[config.mk]
export PLATFORM = sky130hd
export DESIGN_NAME = scaled_polynomial_evaluator_unit
export DESIGN_NICKNAME = d
export VERILOG_FILES = /design/src/design/spe_pkg.sv /design/src/design/spe_ctrl.sv /design/src/design/spe_dp.sv /design/src/design/scaled_polynomial_evaluator_unit.sv
export VERILOG_INCLUDE_DIRS = /design/src /design/src/design
export SDC_FILE = /design/constraint.sdc
export NUM_CORES = 2
export LEC_CHECK = 0
export CORE_UTILIZATION = 55
export CTS_CLUSTER_DIAMETER = 200
export CTS_CLUSTER_SIZE = 24
export DETAILED_ROUTE_END_ITERATION = 10
export DONT_BUFFER_PORTS = 1
export PLACE_DENSITY = 0.74
export SETUP_SLACK_MARGIN = 0.4
export SLEW_MARGIN = 10
export SYNTH_ARGS = -nofsm -noshare
export SYNTH_HDL_FRONTEND = slang
export SYNTH_SLANG_ARGS = --single-unit
[constraint.sdc]
create_clock -name i_clk -period 11.55 [get_ports i_clk]
set_input_delay 2.8875 -clock i_clk [delete_from_list [all_inputs] [get_ports i_clk]]
set_output_delay 2.8875 -clock i_clk [all_outputs]
set_load 0.01 [all_outputs]
[src/design/assert_macros.svh]
// ----------------------------------------------------------------------------
// assert_macros.svh
// Concurrent assertion shorthands shared by the evaluator modules.
// ----------------------------------------------------------------------------
`ifndef ASSERT_MACROS_SVH
`define ASSERT_MACROS_SVH

// Checked property, masked while reset is held
`define SPE_ASSERT(lbl, clk, rstn, prop, msg) \
    lbl: assert property (@(posedge clk) disable iff (!rstn) (prop)) else $error(msg);

// Checked property that also holds through reset
`define SPE_ASSERT_ALWAYS(lbl, clk, prop, msg) \
    lbl: assert property (@(posedge clk) (prop)) else $error(msg);

`endif

[src/design/spe_pkg.sv]
// ----------------------------------------------------------------------------
// spe_pkg
// Types, codes and Q16.16 arithmetic helpers of the polynomial evaluator.
// ----------------------------------------------------------------------------
`default_nettype none

package spe_pkg;

    localparam int QW = 32;

    typedef logic signed [QW-1:0] t_q;

    // Q16.16 one
    localparam t_q Q_ONE = 32'sh0001_0000;

    // configuration register indexes
    localparam logic [2:0] CFG_DILATION    = 3'd0;
    localparam logic [2:0] CFG_TRANSLATION = 3'd1;
    localparam logic [2:0] CFG_LOWER       = 3'd2;
    localparam logic [2:0] CFG_UPPER       = 3'd3;
    localparam logic [2:0] CFG_BOUNDS_EN   = 3'd4;

    // configuration reset values
    localparam t_q RST_DILATION    = 32'sh0001_0000;
    localparam t_q RST_TRANSLATION = 32'sh0000_0000;
    localparam t_q RST_LOWER       = 32'sh0000_0000;
    localparam t_q RST_UPPER       = 32'sh0000_0000;

    // input mode codes
    localparam logic MODE_WRITE = 1'b0;
    localparam logic MODE_EVAL  = 1'b1;

    // multiplier operand selection
    localparam logic [1:0] MUL_NX = 2'd0;   // dilation * x
    localparam logic [1:0] MUL_PT = 2'd1;   // power * t
    localparam logic [1:0] MUL_PC = 2'd2;   // power * coefficient

    typedef struct packed {
        logic       wr_coef;
        logic       ld_x;
        logic       chk;
        logic       mul_en;
        logic [1:0] mul_sel;
        logic       ld_t;
        logic       acc_en;
        logic       p_upd;
        logic       k_inc;
        logic       out_ld;
    } t_cmd;

    typedef struct packed {
        logic oob;
        logic first;
        logic last;
        logic out_busy;
    } t_status;

    typedef struct packed {
        logic ovf;
        t_q   val;
    } t_sat;

    // Round a 64 bit Q32.32 product half up to Q16.16 and saturate
    function automatic t_sat rnd_sat(input logic signed [63:0] prod);
        logic signed [63:0] v;
        logic signed [47:0] q;
        t_sat r;
        v = prod + 64'sd32768;
        q = 48'(v >>> 16);
        if ((&q[47:31]) || !(|q[47:31])) begin
            r.ovf = 1'b0;
            r.val = q[31:0];
        end else begin
            r.ovf = 1'b1;
            r.val = q[47] ? 32'sh8000_0000 : 32'sh7FFF_FFFF;
        end
        return r;
    endfunction

    // Saturating add (sub = 0) or subtract (sub = 1)
    function automatic t_sat sat_addsub(input t_q a, input t_q b, input logic sub);
        logic signed [32:0] s;
        t_sat r;
        s = sub ? ({a[31], a} - {b[31], b}) : ({a[31], a} + {b[31], b});
        if (s[32] == s[31]) begin
            r.ovf = 1'b0;
            r.val = s[31:0];
        end else begin
            r.ovf = 1'b1;
            r.val = s[32] ? 32'sh8000_0000 : 32'sh7FFF_FFFF;
        end
        return r;
    endfunction

endpackage

`default_nettype wire

[src/design/spe_ctrl.sv]
// ----------------------------------------------------------------------------
// spe_ctrl
// Sequencer of the evaluator: input handshake and per-term command schedule.
// ----------------------------------------------------------------------------
`default_nettype none
`include "assert_macros.svh"

module spe_ctrl (
    input  wire             i_clk,
    input  wire             i_rst_n,
    input  wire             i_valid,
    output logic            o_ready,
    input  wire             i_mode,
    input  spe_pkg::t_status i_status,
    output spe_pkg::t_cmd   o_cmd
);
    import spe_pkg::*;

    localparam logic [2:0] S_IDLE  = 3'd0;
    localparam logic [2:0] S_CHECK = 3'd1;
    localparam logic [2:0] S_TSUB  = 3'd2;
    localparam logic [2:0] S_MPOW  = 3'd3;
    localparam logic [2:0] S_MTERM = 3'd4;
    localparam logic [2:0] S_FACC  = 3'd5;
    localparam logic [2:0] S_OUT   = 3'd6;

    logic [2:0] r_state;
    logic [2:0] n_state;
    logic       w_accept;

    assign o_ready  = (r_state == S_IDLE);
    assign w_accept = i_valid && o_ready;

    // Next state and datapath commands
    always_comb begin
        n_state = r_state;
        o_cmd   = '0;
        o_cmd.mul_sel = MUL_NX;
        case (r_state)
            S_IDLE: begin
                if (w_accept) begin
                    if (i_mode == MODE_EVAL) begin
                        o_cmd.ld_x = 1'b1;
                        n_state    = S_CHECK;
                    end else begin
                        o_cmd.wr_coef = 1'b1;
                    end
                end
            end
            S_CHECK: begin
                o_cmd.chk     = 1'b1;
                o_cmd.mul_en  = 1'b1;
                o_cmd.mul_sel = MUL_NX;
                n_state       = i_status.oob ? S_OUT : S_TSUB;
            end
            S_TSUB: begin
                o_cmd.ld_t = 1'b1;
                n_state    = S_MPOW;
            end
            S_MPOW: begin
                // fold in the previous term, start the next power
                o_cmd.acc_en  = !i_status.first;
                o_cmd.mul_en  = !i_status.last;
                o_cmd.mul_sel = MUL_PT;
                n_state       = S_MTERM;
            end
            S_MTERM: begin
                o_cmd.mul_en  = 1'b1;
                o_cmd.mul_sel = MUL_PC;
                o_cmd.p_upd   = !i_status.last;
                o_cmd.k_inc   = !i_status.last;
                n_state       = i_status.last ? S_FACC : S_MPOW;
            end
            S_FACC: begin
                o_cmd.acc_en = 1'b1;
                n_state      = S_OUT;
            end
            S_OUT: begin
                // hold until the output register can take the result
                if (!i_status.out_busy) begin
                    o_cmd.out_ld = 1'b1;
                    n_state      = S_IDLE;
                end
            end
            default: begin
                n_state = S_IDLE;
            end
        endcase
    end

    always_ff @(posedge i_clk) begin
        if (!i_rst_n) begin
            r_state <= S_IDLE;
        end else begin
            r_state <= n_state;
        end
    end

    `SPE_ASSERT(a_check_exit, i_clk, i_rst_n, (r_state == S_CHECK) |=> (r_state == S_OUT || r_state == S_TSUB), "bounds check must lead to output or setup")
    `SPE_ASSERT(a_term_loop, i_clk, i_rst_n, (r_state == S_MTERM && !i_status.last) |=> (r_state == S_MPOW), "non-final term must start the next power")
    `SPE_ASSERT(a_out_once, i_clk, i_rst_n, o_cmd.out_ld |=> (r_state == S_IDLE && !o_cmd.out_ld), "result must be loaded once per evaluation")

endmodule

`default_nettype wire

[src/design/spe_dp.sv]
// ----------------------------------------------------------------------------
// spe_dp
// Datapath: configuration, coefficient store, shared multiplier, output slot.
// ----------------------------------------------------------------------------
`default_nettype none
`include "assert_macros.svh"

module spe_dp #(
    parameter int MAX_TERMS = 8
) (
    input  wire              i_clk,
    input  wire              i_rst_n,
    input  wire              i_cfg_we,
    input  wire  [2:0]       i_cfg_addr,
    input  wire  [31:0]      i_cfg_wdata,
    input  wire  [2:0]       i_cidx,
    input  wire  [31:0]      i_cval,
    input  wire  [31:0]      i_x,
    input  spe_pkg::t_cmd    i_cmd,
    output spe_pkg::t_status o_status,
    output logic             o_valid,
    input  wire              i_ready,
    output logic [31:0]      o_y,
    output logic             o_oob,
    output logic             o_ovf
);
    import spe_pkg::*;

    localparam int IDXW = $clog2(MAX_TERMS);

    // configuration registers
    t_q   r_dil;
    t_q   r_trn;
    t_q   r_lo;
    t_q   r_hi;
    logic r_ben;

    // coefficient store and nonzero marks
    t_q                   r_coef [MAX_TERMS];
    logic [MAX_TERMS-1:0] r_nz;

    // evaluation state
    t_q                 r_x;
    t_q                 r_t;
    t_q                 r_p;
    t_q                 r_y;
    logic               r_ovf;
    logic               r_oob;
    logic [IDXW-1:0]    r_k;
    logic signed [63:0] r_prod;

    // output slot
    logic        r_ovalid;
    logic [31:0] r_oy;
    logic        r_ooob;
    logic        r_oovf;

    logic [31:0]          w_cidx_ext;
    logic                 w_cwr_ok;
    logic [IDXW-1:0]      w_widx;
    t_q                   w_coef_k;
    t_q                   w_ma;
    t_q                   w_mb;
    t_sat                 w_rnd;
    t_sat                 w_tsub;
    t_sat                 w_acc;
    logic [MAX_TERMS-1:0] w_above;
    logic                 w_oob;

    // Write configuration registers
    always_ff @(posedge i_clk) begin
        if (!i_rst_n) begin
            r_dil <= RST_DILATION;
            r_trn <= RST_TRANSLATION;
            r_lo  <= RST_LOWER;
            r_hi  <= RST_UPPER;
            r_ben <= 1'b0;
        end else if (i_cfg_we) begin
            case (i_cfg_addr)
                CFG_DILATION:    r_dil <= i_cfg_wdata;
                CFG_TRANSLATION: r_trn <= i_cfg_wdata;
                CFG_LOWER:       r_lo  <= i_cfg_wdata;
                CFG_UPPER:       r_hi  <= i_cfg_wdata;
                CFG_BOUNDS_EN:   r_ben <= i_cfg_wdata[0];
                default: begin
                end
            endcase
        end
    end

    // Drop writes to indexes beyond the store
    assign w_cidx_ext = 32'(i_cidx);
    assign w_cwr_ok   = (w_cidx_ext < 32'(MAX_TERMS));
    assign w_widx     = w_cidx_ext[IDXW-1:0];

    always_ff @(posedge i_clk) begin
        if (i_cmd.wr_coef && w_cwr_ok) begin
            r_coef[w_widx] <= i_cval;
        end
    end

    // An entry whose mark is clear reads as zero
    always_ff @(posedge i_clk) begin
        if (!i_rst_n) begin
            r_nz <= '0;
        end else if (i_cmd.wr_coef && w_cwr_ok) begin
            r_nz[w_widx] <= |i_cval;
        end
    end

    assign w_coef_k = r_nz[r_k] ? r_coef[r_k] : '0;

    // Current term is the last when no nonzero coefficient lies above it
    assign w_above = r_nz >> ({1'b0, r_k} + (IDXW+1)'(1));

    assign w_oob = r_ben && ((r_x < r_lo) || (r_x > r_hi));

    always_comb begin
        o_status.oob      = w_oob;
        o_status.first    = (r_k == '0);
        o_status.last     = ~|w_above;
        o_status.out_busy = r_ovalid && !i_ready;
    end

    // Shared multiplier, product registered
    always_comb begin
        case (i_cmd.mul_sel)
            MUL_NX: begin
                w_ma = r_dil;
                w_mb = r_x;
            end
            MUL_PT: begin
                w_ma = r_p;
                w_mb = r_t;
            end
            MUL_PC: begin
                w_ma = r_p;
                w_mb = w_coef_k;
            end
            default: begin
                w_ma = r_p;
                w_mb = r_t;
            end
        endcase
    end

    always_ff @(posedge i_clk) begin
        if (i_cmd.mul_en) begin
            r_prod <= w_ma * w_mb;
        end
    end

    assign w_rnd  = rnd_sat(r_prod);
    assign w_tsub = sat_addsub(w_rnd.val, r_trn, 1'b1);
    assign w_acc  = sat_addsub(r_y, w_rnd.val, 1'b0);

    // Evaluation registers
    always_ff @(posedge i_clk) begin
        if (i_cmd.ld_x) begin
            r_x <= i_x;
        end
        if (i_cmd.chk) begin
            r_oob <= w_oob;
            r_y   <= '0;
            r_ovf <= 1'b0;
        end else if (i_cmd.ld_t) begin
            r_t   <= w_tsub.val;
            r_p   <= Q_ONE;
            r_k   <= '0;
            r_ovf <= r_ovf | w_rnd.ovf | w_tsub.ovf;
        end else if (i_cmd.acc_en) begin
            r_y   <= w_acc.val;
            r_ovf <= r_ovf | w_rnd.ovf | w_acc.ovf;
        end else if (i_cmd.p_upd) begin
            r_p   <= w_rnd.val;
            r_ovf <= r_ovf | w_rnd.ovf;
        end
        if (i_cmd.k_inc) begin
            r_k <= r_k + IDXW'(1);
        end
    end

    // Output slot: load a finished result, clear when taken
    always_ff @(posedge i_clk) begin
        if (!i_rst_n) begin
            r_ovalid <= 1'b0;
        end else if (i_cmd.out_ld) begin
            r_ovalid <= 1'b1;
        end else if (i_ready) begin
            r_ovalid <= 1'b0;
        end
    end

    always_ff @(posedge i_clk) begin
        if (i_cmd.out_ld) begin
            r_oy   <= r_y;
            r_ooob <= r_oob;
            r_oovf <= r_ovf;
        end
    end

    assign o_valid = r_ovalid;
    assign o_y     = r_oy;
    assign o_oob   = r_ooob;
    assign o_ovf   = r_oovf;

    `SPE_ASSERT(a_oob_zero, i_clk, i_rst_n, (r_ovalid && r_ooob) |-> (r_oy == '0 && !r_oovf), "out-of-bounds result must be zero without overflow")
    `SPE_ASSERT(a_pow_not_last, i_clk, i_rst_n, i_cmd.p_upd |-> !o_status.last, "power must not advance past the final term")
    `SPE_ASSERT_ALWAYS(a_rst_empty, i_clk, !i_rst_n |=> !r_ovalid, "output slot must be empty after reset")

endmodule

`default_nettype wire

[src/design/scaled_polynomial_evaluator_unit.sv]
// ----------------------------------------------------------------------------
// scaled_polynomial_evaluator_unit
// Evaluates y = sum c_k * (N*x - L)^k in signed Q16.16.
// ----------------------------------------------------------------------------
// Usage:
//   Input requests arrive on the s_axis group; tuser carries the mode.
//   Mode 0 stores coef_value at coef_index and gives no result. Mode 1 evaluates at
//   x_value and gives one request on the m_axis group with y_value in tdata and the
//   out_of_bounds / overflow flags in tuser. The user must write registers through the
//   cfg port only while the unit is idle; the unit itself does not enforce it.
// Sequence:
//   After an evaluation request is accepted the unit checks the bounds while forming
//   N*x, subtracts the translation, forms the power and the term product of each
//   coefficient up to the highest nonzero index, folds in the final term and loads the
//   result; a point outside enabled bounds goes straight from the check to the output.
//   The next request is taken on the cycle after the result is loaded; no new request
//   is taken while an evaluation is in progress. One shared 32x32 multiplier forms
//   the power and then the term product of each coefficient in turn.
// Reset and stalls:
//   Reset restores the register defaults and clears all coefficients.
//   A result waiting in the output register does not block the next
//   request; the unit stalls only when a second result is finished
//   while the first has still not been taken.
// ----------------------------------------------------------------------------
`default_nettype none

module scaled_polynomial_evaluator_unit #(
    parameter int MAX_TERMS = 8
) (
    input  wire         i_clk,
    input  wire         i_rst_n,
    // configuration write port
    input  wire         i_cfg_we,
    input  wire  [2:0]  i_cfg_addr,
    input  wire  [31:0] i_cfg_wdata,
    // input stream
    input  wire         i_s_axis_tvalid,
    output logic        o_s_axis_tready,
    input  wire  [71:0] i_s_axis_tdata,   // coef_index[2:0], coef_value[34:3], x_value[66:35]
    input  wire  [0:0]  i_s_axis_tuser,   // mode[0]
    // result stream
    output logic        o_m_axis_tvalid,
    input  wire         i_m_axis_tready,
    output logic [31:0] o_m_axis_tdata,   // y_value[31:0]
    output logic [1:0]  o_m_axis_tuser    // out_of_bounds[0], overflow[1]
);
    import spe_pkg::*;

    t_cmd    w_cmd;
    t_status w_status;
    logic    w_oob;
    logic    w_ovf;

    spe_ctrl u_ctrl (
        .i_clk    (i_clk),
        .i_rst_n  (i_rst_n),
        .i_valid  (i_s_axis_tvalid),
        .o_ready  (o_s_axis_tready),
        .i_mode   (i_s_axis_tuser[0]),
        .i_status (w_status),
        .o_cmd    (w_cmd)
    );

    spe_dp #(
        .MAX_TERMS (MAX_TERMS)
    ) u_dp (
        .i_clk       (i_clk),
        .i_rst_n     (i_rst_n),
        .i_cfg_we    (i_cfg_we),
        .i_cfg_addr  (i_cfg_addr),
        .i_cfg_wdata (i_cfg_wdata),
        .i_cidx      (i_s_axis_tdata[2:0]),
        .i_cval      (i_s_axis_tdata[34:3]),
        .i_x         (i_s_axis_tdata[66:35]),
        .i_cmd       (w_cmd),
        .o_status    (w_status),
        .o_valid     (o_m_axis_tvalid),
        .i_ready     (i_m_axis_tready),
        .o_y         (o_m_axis_tdata),
        .o_oob       (w_oob),
        .o_ovf       (w_ovf)
    );

    assign o_m_axis_tuser = {w_ovf, w_oob};

endmodule

`default_nettype wire
==> flow_summary.toml <==
[timing]
rsz0062_at_grt = "yes"
layout_min_cycle_time_ps = 10850
period_share = 0.9398
drv_slew = 0
setup_violations = 0
hold_viol = 0
finClkSkew_ps = 34.52
maxSlewHeadroom = 0.1779
holdWs_ps = 445.2
final.setup.tns_ps = 0
fmax_mhz = 92.13
tightest_slew_ps = 1233

[synth]
synth_edf_count = 439
synthArstFlopShare = 0
synth.top_cell.area_share = 0.3338
syn_nets = 8020
ys_types = 84
synth_top_cell_by_area = "fa_1"
ys.flop_type = "edfxtp_1"
avgSynthCellArea_um2 = 9.976
netlist_area_um2 = 64950
synth_seq_cells = 616
ys_warn_count = 0
ys_top_cells_by_area = "fa_1 33%, edfxtp_1 20%, inv_1 6.8%"
synthCells = 6510
ys_seq_area_frac = 0.2575

[worst_setup_path]
cp.arrival_ps = 11210
cp-end-kind = "flop"
crit_slowest_cell = "dfxtp_1"
path_max_fanout = 31
crit_top_cell = "fa_1"
max_stage_delay_ps = 790
required_ps = 11910
startpoint_type = "flop"
setup.worst_path.class = "reg2reg"

[cells_and_area]
mostFrequentLayoutCell = "inv_1"
fin_nets = 7901
final_util = 0.5821
areaGrowthSynthToFinish_pct = 4.577
layout_common_cells = "1168 x inv_1, 1082 x fa_1, 895 x nand2_1"
drive_gt1_frac = 0.05909

[clock_network]
clk_pin_slew_worst_paths_ps = 110
cts_resized = 0
cts_tree = "yes"
clockBufferDepth = 3
cts_setup_buffers = 0
clockRootBuffer = "clkbuf_16"
hold_buffers = 0
numCtsBuffers = 29
cts_htree_levels = 1
clk_latency_ps = 640
clock-sinks = 616

[detailed_routing]
met2WireLength_um = 86090
drc = 0
routed_wl_um = 183700
vias_per_cell = 5.931
wl_met1_um = 68730
first_pass_iters = 6
ant_nets = 0
met3WireLength_um = 19470
drt_iter0_markers = 4560
route.detailed.wl_per_inst_um = 23.13
routed.top_layer = "met5"
via_count = 47101

[floorplan]
core_um2 = 116700
core.rowCount = 125
die_height_um = 345.6
die-area_um2 = 119500
start_util = 0.5566
ioPinCount = 149
fp.dieW_um = 345.6

[placement]
gp_congestion = 0.9962
dp.final_hpwl_um = 145700
buffer_ports.inserted = 0

[pwr]
power.density_nw_per_um2 = 181.9
p_leak_nw = 29.31
max-vdd-ir-drop_mv = 0.2021

[global_route]
grt_max_degree = 72
grt_overflow = 0
antenna_found_initial = 19
grt_pass1_wl_um = 284700
grt_pass1_vias = 48309
grt_usage = 0.3126

[worst_hold_path]
hold_path.class = "reg2reg"

[run_status]
status = "complete, no violations"

[run]
drv_cap = 0
## critical path, delay by kind of cell, from the launching register on
| kind | cells | cell delay [ps] |
|---|---|---|
| fa+ha+maj | 9 | 4390 |
| compound gates | 8 | 2950 |
| simple gates | 8 | 1450 |
| buf+inv | 8 | 970 |
| flops | 1 | 790 |
## synth_stat cells (all sizes together), types with 5 or more instances
cell     count
nor4        17
o21a        42
nand3       49
mux2i       66
o22ai        7
a221o        7
dfxtp      177
a21o       111
o211ai       5
or2          8
nand2b      50
a31oi       28
a31o         5
nor2       581
and3        24
o2111ai      5
a221oi       9
mux4        66
nand2      898
nand3b       6
inv       1170
fa        1083
nor4b        5
ha         314
xnor2       82
nor3        40
o31ai       14
o21ai      220
and4        14
mux2        34
a21oi      302
a41oi        5
clkbuf     267
or3         11
a211oi      13
edfxtp     439
and2        58
o221a       15
buf         45
o21bai      23
xor2        71
nand4       44
nor2b       22
## worst paths after layout
path	start	endpoint	slack, ps	cells after the start
max	u_ctrl.r_state[0]	u_dp.r_prod[57]	700	33
min	u_dp.r_oob	u_dp.o_oob	450	0
max reg2reg	u_ctrl.r_state[0]	u_dp.r_prod[57]	700	33
min reg2reg	u_dp.r_oob	u_dp.o_oob	450	0
## where the power goes
| group | leakage (nW) | internal (mW) | switching (mW) |
|---|---|---|---|
| sequential | 5.43 | 2.87 | 0.189 |
| clock | 0.399 | 0.484 | 0.692 |
| combinational | 23.5 | 3.09 | 5.03 |
## routing by layer
metal,global-route usage,vias up
met1,0.4058,23877
li1,-,20381
met4,0.1349,30
met2,0.5033,2319
met3,0.07331,494
met5,0,-
## stage by stage
stage                     setup WS (ps)  instances  cell area [um^2]  total power [mW]
after global placement            821.8       7884             67040             10.98
after detailed placement          743.2       7884             67040             11.03
final                             695.6       7942             67920             12.36
after CTS                         699.3       7938             67880             12.28
after floorplan                    2179       6510             64950             8.811
after global routing              375.3       7939             67910             13.34
## registers in the layout, summed over array words and instances, names as in the netlist, 32 cells and up, named ones only
register	flops
u_dp.r_t	32
u_dp.r_lo	32
u_dp.r_p	32
u_dp.r_prod	49
u_dp.r_coef	256
u_dp.r_trn	32
u_dp.r_y	32
u_dp.r_dil	32
u_dp.r_x	32
u_dp.r_hi	32
u_dp.o_y	32
## layout make-up
type                    count  area, um^2
diodes                      4       10.01
clock buffers              52       812.0
clock inverters             2       28.78
fillers                  9831       48760
inverters                1172        4405
multi-input cells        4410       42790
flip-flops and latches    616       16730
well taps                1524        1907
repair buffers            162        1229
## cells by family (layout without fill, tap and decap cells)
| family | count (synthesis) | count (layout) | share of synthesized area |
|---|---|---|---|
| xor+xnor | 153 | 153 | 0.02063 |
| other cells | 0 | 4 | 0 |
| buf+inv | 1484 | 1388 | 0.08667 |
| mux | 166 | 166 | 0.03895 |
| simple gates | 1843 | 1843 | 0.1213 |
| compound gates | 851 | 851 | 0.08059 |
| flops | 616 | 616 | 0.2575 |
| fa+ha+maj | 1397 | 1397 | 0.3943 |
Note: power is estimated with default switching activity, not from simulation.
